File: src/bbe_pkg.sv
// bbe_pkg: shared types and constants for the bernstein basis evaluator
// holds pipeline control structs, span-select codes and register map
// no dependencies
package bbe_pkg;

	// how t is formed from the span test
	typedef enum logic [1:0] {
		TSEL_ZERO,
		TSEL_ONE,
		TSEL_DIV
	} tsel_t;

	// control that travels with an item through the divider
	typedef struct packed {
		logic  valid;
		logic  flag;
		tsel_t sel;
	} div_ctl_t;

	// control that travels with an item through the recurrence
	typedef struct packed {
		logic valid;
		logic flag;
	} rec_ctl_t;

	// configuration port
	localparam int CFG_AW = 4;
	localparam int CFG_DW = 32;

	// register indexes (paddr[3:2])
	localparam logic [1:0] REG_ORDER     = 2'd0;
	localparam logic [1:0] REG_KNOT_LOW  = 2'd1;
	localparam logic [1:0] REG_KNOT_HIGH = 2'd2;

	// field widths
	localparam int ORDER_W = 4;
	localparam int X_W     = 32;
	localparam int IDX_W   = 3;
	localparam int VAL_W   = 17;

	// register reset values
	localparam logic [ORDER_W-1:0] ORDER_RST     = 4'd4;
	localparam logic [X_W-1:0]     KNOT_LOW_RST  = 32'd0;
	localparam logic [X_W-1:0]     KNOT_HIGH_RST = 32'd65536;

endpackage

File: src/bbe_div.sv
// bbe_div: pipelined restoring divider, one quotient bit per stage
// produces floor(rem * 2^FRAC_BITS / den) for rem < den
// depends on bbe_pkg
module bbe_div #(
	parameter int FRAC_BITS = 16
) (
	input  logic                   clk,
	input  logic                   arst_n,
	input  logic                   en,
	input  bbe_pkg::div_ctl_t      in_ctl,
	input  logic [31:0]            in_rem,
	input  logic [31:0]            in_den,
	output bbe_pkg::div_ctl_t      out_ctl,
	output logic [FRAC_BITS-1:0]   out_quo
);
	import bbe_pkg::*;

	// stage inputs, row 0 is the module input
	div_ctl_t             row_ctl [FRAC_BITS+1];
	logic [31:0]          row_rem [FRAC_BITS+1];
	logic [31:0]          row_den [FRAC_BITS+1];
	logic [FRAC_BITS-1:0] row_quo [FRAC_BITS+1];

	assign row_ctl[0] = in_ctl;
	assign row_rem[0] = in_rem;
	assign row_den[0] = in_den;
	assign row_quo[0] = '0;

	for (genvar k = 0; k < FRAC_BITS; k++) begin : g_stage
		div_ctl_t             ctl_s;
		logic [31:0]          rem_s;
		logic [31:0]          den_s;
		logic [FRAC_BITS-1:0] quo_s;
		logic [32:0]          r2;
		logic [32:0]          r2_sub;
		logic                 ge;

		// shift remainder, trial subtract
		assign r2     = {row_rem[k], 1'b0};
		assign r2_sub = r2 - {1'b0, row_den[k]};
		assign ge     = r2 >= {1'b0, row_den[k]};

		// valid bit and control
		always_ff @(posedge clk or negedge arst_n) begin
			if (!arst_n) begin
				ctl_s <= '0;
			end else if (en) begin
				ctl_s <= row_ctl[k];
			end
		end

		// payload
		always_ff @(posedge clk) begin
			if (en) begin
				rem_s <= ge ? r2_sub[31:0] : r2[31:0];
				den_s <= row_den[k];
				quo_s <= {row_quo[k][FRAC_BITS-2:0], ge};
			end
		end

		assign row_ctl[k+1] = ctl_s;
		assign row_rem[k+1] = rem_s;
		assign row_den[k+1] = den_s;
		assign row_quo[k+1] = quo_s;
	end

	assign out_ctl = row_ctl[FRAC_BITS];
	assign out_quo = row_quo[FRAC_BITS];

endmodule

File: config.mk
export PLATFORM = sky130hd
export DESIGN_NAME = bbe_div
export DESIGN_NICKNAME = d
export VERILOG_FILES = /design/src/bbe_pkg.sv /design/src/bbe_div.sv
export SDC_FILE = /design/constraint.sdc
export NUM_CORES = 2
export LEC_CHECK = 0
export ABC_AREA = 1
export BUFFER_PORTS_ARGS = -buffer_cell sky130_fd_sc_hd__buf_4
export CAP_MARGIN = 15
export CORE_ASPECT_RATIO = 0.9
export CORE_MARGIN = 10
export CORE_UTILIZATION = 30
export CTS_BUF_LIST = sky130_fd_sc_hd__clkbuf_8
export CTS_CLUSTER_DIAMETER = 80
export DETAILED_ROUTE_END_ITERATION = 8
export SYNTH_ARGS = -nofsm -noshare
export SYNTH_HDL_FRONTEND = slang
export SYNTH_SLANG_ARGS = --single-unit
File: constraint.sdc
create_clock -name clk -period 2.1 [get_ports clk]
set_clock_uncertainty 0.1 [all_clocks]
set_input_delay 0.42 -clock clk [delete_from_list [all_inputs] [get_ports clk]]
set_output_delay 0.42 -clock clk [all_outputs]
set_load 0.05 [all_outputs]
# Word level (Yosys, flattened, before mapping)
# Cells that the tools add are included.
# totals
elab_cells	155
output_inout_bits	20
reg_bits	1160
in_bits	71
ram_bits	0
mem_bits_ro	0
n_memories	0
latchBits	0
# classes
eq_ne	0
n_div	0
n_mul	0
shifts	0
bitwise_logic	0
n_addsub	15
n_reduce_logical	0
magnitude_cmp	16
n_mux	15
# ops
op	count
33-bit by 32-bit >= comparator with 1-bit output	16
32-bit 2-to-1 mux	15
32-bit subtractor	15

# Logic depth before layout (Yosys ltp)
# depth
depth_word	2
depth_mapped	17
depth_no_buf	15

# Worst setup path after synthesis
# Ideal clock, no wire load.
# synth_path
kind	input to register
startpoint	in in_den[3]
endpoint	reg g_stage[0].rem_s[24], data pin
stages	14
path_buffers	1
required_ps	1747
setup_time_ps	253
arrival_time_ps	1748
slack_ps	-1
path_cell_list	inv_1 ha_1 nand2_2 nor2_2 nand3_1 nand3_2 nand2_1 nand2_1 nand2_1 nand2_4 inv_2 buf_6 nand2_1 nand2_1
# synth_via
elab_chain_cells	2
elab_cells_between_ends	3
classes_between	add/sub (1); order compare (1); mux (1)
# synth_lines
item	line	text
start: declaration	bbe_div.sv:12	input logic [31:0] in_den,
32-bit subtractor or 33-bit by 32-bit >= comparator with 1-bit output (tied branches)	bbe_div.sv:40, bbe_div.sv:41	
32-bit 2-to-1 mux *	bbe_div.sv:55	rem_s <= ge ? r2_sub[31:0] : r2[31:0];
end signal: assignment	bbe_div.sv:55	
end: declaration	bbe_div.sv:31	logic [31:0] rem_s;
# Every way passes the cells marked *; elsewhere a longest branch is shown, timed or not.
# A chain may end at the register's enable or synchronous reset.

# Worst setup path after layout
# layout_path
startpoint	reg g_stage[4].rem_s[25]
endpoint	reg g_stage[5].rem_s[24], data pin
# layout_via
elab_chain_cells	2
# layout_lines
item	line	text
start: declaration	bbe_div.sv:31	
start signal: assignment	bbe_div.sv:55	
33-bit by 32-bit >= comparator with 1-bit output	bbe_div.sv:41	assign ge = r2 >= {1'b0, row_den[k]};
32-bit 2-to-1 mux	bbe_div.sv:55	
end signal: assignment	bbe_div.sv:55	
end: declaration	bbe_div.sv:31	
# Every way passes these cells.

==> report_table.html <==
<table>
<tr><th>Metric</th><th>Value</th></tr>
<tr><th colspan="2">Synth</th></tr>
<tr><td>Fraction of registers with async set/reset</td><td>5.52%</td></tr>
<tr><td>Combined area of all synthesized cells</td><td>82300 um2</td></tr>
<tr><td>Dominant register cell in the synthesized netlist</td><td>sky130_fd_sc_hd__edfxtp_1</td></tr>
<tr><td>Post-synthesis instance total</td><td>about 11000</td></tr>
<tr><td>Register area share after synthesis</td><td>about two fifths</td></tr>
<tr><td>Yosys warns</td><td>0</td></tr>
<tr><td>Mapped Avg Cell Area</td><td>roughly 7.3 um2</td></tr>
<tr><td>Synthesized net count</td><td>about 12000</td></tr>
<tr><td>Synth unique cells</td><td>37</td></tr>
<tr><td>Synthesized flop and latch total</td><td>~1200</td></tr>
<tr><td>Post-synth EDFFs</td><td>roughly 1100</td></tr>
<tr><th colspan="2">GRT</th></tr>
<tr><td>Wire length of the first global-routing pass</td><td>between 400000 and 500000 um</td></tr>
<tr><td>GR Overflow Total</td><td>0</td></tr>
<tr><td>Number of antenna violations at the first check in global routing</td><td>4</td></tr>
<tr><td>Maximum number of pins on one net before global-route repair</td><td>69</td></tr>
<tr><td>Global-route usage over all layers</td><td>roughly a fifth</td></tr>
<tr><td>Via count of the first global-routing pass</td><td>between 80000 and 90000</td></tr>
<tr><th colspan="2">Timing</th></tr>
<tr><td>Number of failing hold endpoints at the final stage</td><td>0</td></tr>
<tr><td>Highest clock frequency the design can meet</td><td>~400 MHz</td></tr>
<tr><td>Slew Limit Fails</td><td>0</td></tr>
<tr><td>Post-layout minimum cycle time</td><td>2.50 ns</td></tr>
<tr><td>Period Utilization, post-route</td><td>119%</td></tr>
<tr><td>Number of failing setup endpoints in the final timing report</td><td>around 460</td></tr>
<tr><td>Unrepaired setup endpoints after global routing</td><td>true</td></tr>
<tr><td>Hold slack</td><td>around 0.13 ns</td></tr>
<tr><td>Worst Max-Slew Pin Slew</td><td>about 0.43 ns</td></tr>
<tr><td>Worst slew slack as a fraction of its limit</td><td>between 70% and 80%</td></tr>
<tr><td>Final setup margin</td><td>-0.399 ns</td></tr>
<tr><th colspan="2">Power and ir drop</th></tr>
<tr><td>Cell-internal power</td><td>between 100 and 150 mW</td></tr>
<tr><td>Comb pwr share</td><td>between 60% and 70%</td></tr>
<tr><td>Switch share</td><td>between 40% and 50%</td></tr>
<tr><td>Power density of the placed cells</td><td>between 1000 and 1500 nW/um2</td></tr>
<tr><td>Leak</td><td>a little under 70 nW</td></tr>
<tr><td>Share of total power in the clock network</td><td>11.8%</td></tr>
<tr><td>IR drop worst, VDD</td><td>approximately 790 uV</td></tr>
<tr><td>Reg power frac</td><td>20.8%</td></tr>
<tr><td>Net switching power</td><td>83.7 mW</td></tr>
<tr><th colspan="2">Layout</th></tr>
<tr><td>Fraction of layout instances using a drive strength above 1</td><td>43.7%</td></tr>
<tr><td>Most frequent standard cell in the layout excluding fill and tap cells</td><td>sky130_fd_sc_hd__nand2_1</td></tr>
<tr><td>NumNets Final</td><td>between 15000 and 20000</td></tr>
<tr><td>Final Util</td><td>between 40 and 50%</td></tr>
<tr><td>Area Growth Syn to Fin</td><td>64.1%</td></tr>
<tr><td>Finished Cell Area</td><td>between 100000 and 150000 um2</td></tr>
<tr><td>Fill cell total of the finished layout</td><td>24500</td></tr>
<tr><td>Highest-count cells in the layout ignoring fill and taps</td><td>sky130_fd_sc_hd__nand2_1 (3381), sky130_fd_sc_hd__buf_4 (3165), sky130_fd_sc_hd__inv_1 (2109), sky130_fd_sc_hd__edfxtp_1 (1096), sky130_fd_sc_hd__nand2_2 (770)</td></tr>
<tr><td>Number of standard cells in the final layout excluding fillers</td><td>18600</td></tr>
<tr><th colspan="2">Drt</th></tr>
<tr><td>Avg WL per Cell</td><td>between 15 and 20 um</td></tr>
<tr><td>Via Count</td><td>85600</td></tr>
<tr><td>Total wire length</td><td>307000 um</td></tr>
<tr><td>Detailed-route DRC error count</td><td>0</td></tr>
<tr><td>First-pass DRT Iterations</td><td>7</td></tr>
<tr><td>Number of nets still failing antenna checks after routing</td><td>0</td></tr>
<tr><td>Number of DRC violations after detailed-routing iteration 0</td><td>between 7000 and 8000</td></tr>
<tr><td>Via-to-Cell Ratio</td><td>about 4.6</td></tr>
<tr><th colspan="2">CTS</th></tr>
<tr><td>Clock tree sinks</td><td>approximately 1200</td></tr>
<tr><td>Number of buffers inserted during clock tree synthesis</td><td>between 200 and 250</td></tr>
<tr><td>Maximum level of the CTS H-tree</td><td>4</td></tr>
<tr><td>Worst-case clock buffer depth</td><td>3</td></tr>
<tr><td>Clock slew at the register clock pins of the worst setup and hold paths</td><td>about 0.06 ns</td></tr>
<tr><td>Clock latency reported for the late side of the worst-skew pair</td><td>between 1 and 1.5 ns</td></tr>
<tr><td>Clk Tree Root Cell</td><td>sky130_fd_sc_hd__clkbuf_8</td></tr>
<tr><td>CTS tree</td><td>built</td></tr>
<tr><th colspan="2">Place</th></tr>
<tr><td>Routability-driven placement congestion ratio</td><td>between 0.9 and 1</td></tr>
<tr><td>Placed cell count</td><td>between 15000 and 20000</td></tr>
<tr><td>Placed instance area</td><td>~110000 um2</td></tr>
<tr><td>Post-Place Worst Slack</td><td>-0.559 ns</td></tr>
<tr><td>Detail Placement HPWL</td><td>217000 um</td></tr>
<tr><td>Buffers on Ports</td><td>90</td></tr>
<tr><th colspan="2">Setup path</th></tr>
<tr><td>Data arrival time of the critical path</td><td>~3.1 ns</td></tr>
<tr><td>Critical Path Start Type</td><td>flip-flop</td></tr>
<tr><td>CP Capture Type</td><td>flip-flop</td></tr>
<tr><td>Required @ worst endpoint</td><td>between 2 and 3 ns</td></tr>
<tr><td>Peak fanout along the critical path</td><td>7</td></tr>
<tr><td>Critical setup path kind</td><td>flip-flop to flip-flop</td></tr>
<tr><th colspan="2">Die</th></tr>
<tr><td>Chip Height</td><td>517 um</td></tr>
<tr><td>Initial cell density of the core</td><td>between 30% and 40%</td></tr>
<tr><td>Ports placed on the boundary</td><td>between 90 and 100</td></tr>
<tr><td>Die Footprint</td><td>between 200000 and 300000 um2</td></tr>
<tr><td>Horizontal die dimension</td><td>approximately 570 um</td></tr>
<tr><td>Floorplan row count</td><td>182</td></tr>
<tr><td>Core Region</td><td>273000 um2</td></tr>
<tr><th colspan="2">Hold path</th></tr>
<tr><td>Worst hold-check path type</td><td>input pin to flip-flop</td></tr>
<tr><th colspan="2">Job</th></tr>
<tr><td>Total of max-cap violations</td><td>0</td></tr>
<tr><th colspan="2">Status</th></tr>
<tr><td>Failing checks</td><td>setup timing</td></tr>
<tr><td>Status</td><td>finished, violations left</td></tr>
</table>
[registers in the layout (all words and copies together), names as in the netlist]
signal,count
out_ctl,4
g_stage.ctl_s,60
out_quo,16
g_stage.rem_s,480
g_stage.quo_s,120
g_stage.den_s,480
[kinds of logic after synthesis]
family                   Yosys count  synth area share [%]
buffers and inverters           2465                  11.9
adder cells (fa/ha/maj)          526                  8.13
AO/OA/AOI/OAI                    447                  2.80
flip-flops                      1160                  41.9
AND/OR/NAND/NOR                 6391                  32.9
XOR/XNOR                         210                  2.23
[final cells by class]
type / count / area (um2) / share of cell area (%)
multi-input cells: 7583 / 52900 / 39.1
inverters: 2319 / 8780 / 6.50
clock inverters: 173 / 1470 / 1.09
repair buffers: 3568 / 30000 / 22.2
repair inverters: 6 / 104 / 0.0769
flip-flops and latches: 1160 / 34500 / 25.5
well taps: 3588 / 4490 / 3.32
clock buffers: 205 / 2820 / 2.09
diodes: 5 / 12.5 / 0.00926
[worst max-delay path: stages (launching register included)]
cell and delay (ns):
sky130_fd_sc_hd__edfxtp_1 0.47, sky130_fd_sc_hd__ha_4 0.30, sky130_fd_sc_hd__buf_6 0.13, sky130_fd_sc_hd__nand2_2 0.08, sky130_fd_sc_hd__nand2_2 0.08, sky130_fd_sc_hd__nand2_2 0.07
sky130_fd_sc_hd__nand2_2 0.06, sky130_fd_sc_hd__a21oi_2 0.17, sky130_fd_sc_hd__nand2_2 0.08, sky130_fd_sc_hd__nor2_4 0.14, sky130_fd_sc_hd__buf_6 0.17, sky130_fd_sc_hd__buf_6 0.12
sky130_fd_sc_hd__nand2_8 0.09, sky130_fd_sc_hd__nand3_2 0.08, sky130_fd_sc_hd__nand2_2 0.09
[per-layer routing]
layer  share of wire [%]  GRT usage, %  up-vias
met3                 7.0          2.83      542
met4                 2.8          4.47        2
li1                    -             -    42300
met5              0.0049             0        -
met2                  46          31.1     2742
met1                  44          26.6    40000
[metrics by stage]
stage | setup TNS (ns) | power (mW)
after global routing | -156.20 | 204
after detailed placement | -183.02 | 128
after floorplan | 0 | 84.6
after CTS | -108.73 | 175
final | -121.28 | 192
after global placement | -179.95 | 128
[power by group through the flow]
stage	registers [mW]	clock network (mW)	logic, mW
after floorplan	36.4	0	48.2
after global placement	38.8	0	89.0
after detailed placement	38.8	0	89.5
after CTS	39.5	23.2	112
after global routing	40.3	24.2	140
final	39.9	22.6	129
[final timing paths]
| kind | startpoint | to | slack [ns] | cells past startpoint |
|---|---|---|---|---|
| hold reg to reg | g_stage[10].quo_s[9] | g_stage[11].quo_s[10] | 0.29 | 0 |
| setup / recovery | g_stage[4].rem_s[25] | g_stage[5].rem_s[24] | -0.40 | 14 |
| hold / removal | in_rem[31] | g_stage[0].quo_s[0] | 0.13 | 7 |
| setup reg to reg | g_stage[4].rem_s[25] | g_stage[5].rem_s[24] | -0.40 | 14 |
| max in group asynchronous | arst_n | g_stage[12].ctl_s[3] | 1.26 | 4 |
| min in group asynchronous | arst_n | g_stage[13].ctl_s[0] | 0.42 | 4 |
[cells in the mapped netlist (8+ instances only)]
cell / instances / area share [%]
sky130_fd_sc_hd__a21o_1: 15 / 0.14
sky130_fd_sc_hd__a21oi_1: 364 / 2.2
sky130_fd_sc_hd__and2_1: 125 / 0.95
sky130_fd_sc_hd__buf_2: 62 / 0.38
sky130_fd_sc_hd__buf_4: 8 / 0.073
sky130_fd_sc_hd__buf_6: 51 / 0.70
sky130_fd_sc_hd__clkbuf_1: 12 / 0.055
sky130_fd_sc_hd__dfrtp_1: 64 / 1.9
sky130_fd_sc_hd__edfxtp_1: 1096 / 40
sky130_fd_sc_hd__fa_1: 15 / 0.36
sky130_fd_sc_hd__ha_1: 511 / 7.8
sky130_fd_sc_hd__inv_1: 2311 / 11
sky130_fd_sc_hd__nand2_1: 4396 / 20
sky130_fd_sc_hd__nand2_2: 43 / 0.33
sky130_fd_sc_hd__nand2_4: 16 / 0.22
sky130_fd_sc_hd__nand3_1: 740 / 4.5
sky130_fd_sc_hd__nand3_2: 81 / 0.99
sky130_fd_sc_hd__nand3b_1: 154 / 1.4
sky130_fd_sc_hd__nand4_1: 46 / 0.35
sky130_fd_sc_hd__nor2_1: 599 / 2.7
sky130_fd_sc_hd__nor2_2: 37 / 0.28
sky130_fd_sc_hd__nor3_1: 122 / 0.74
sky130_fd_sc_hd__nor3_2: 11 / 0.13
sky130_fd_sc_hd__o21ai_0: 56 / 0.34
sky130_fd_sc_hd__o21bai_1: 11 / 0.10
sky130_fd_sc_hd__or2_2: 11 / 0.084
sky130_fd_sc_hd__xnor2_1: 15 / 0.16
sky130_fd_sc_hd__xor2_1: 195 / 2.1
[what timing repair did]
item                                    4_1_cts  5_1_grt
endpoints found under the setup margin      482      517
resized for setup                          1931     1615
hold buffers                                 78        0
pin swaps                                   580      617
gates cloned                                 64       10
hold endpoints to repair                    394        0
buffers inserted                            473      310
No activity file was read; power rests on OpenSTA's default activity.
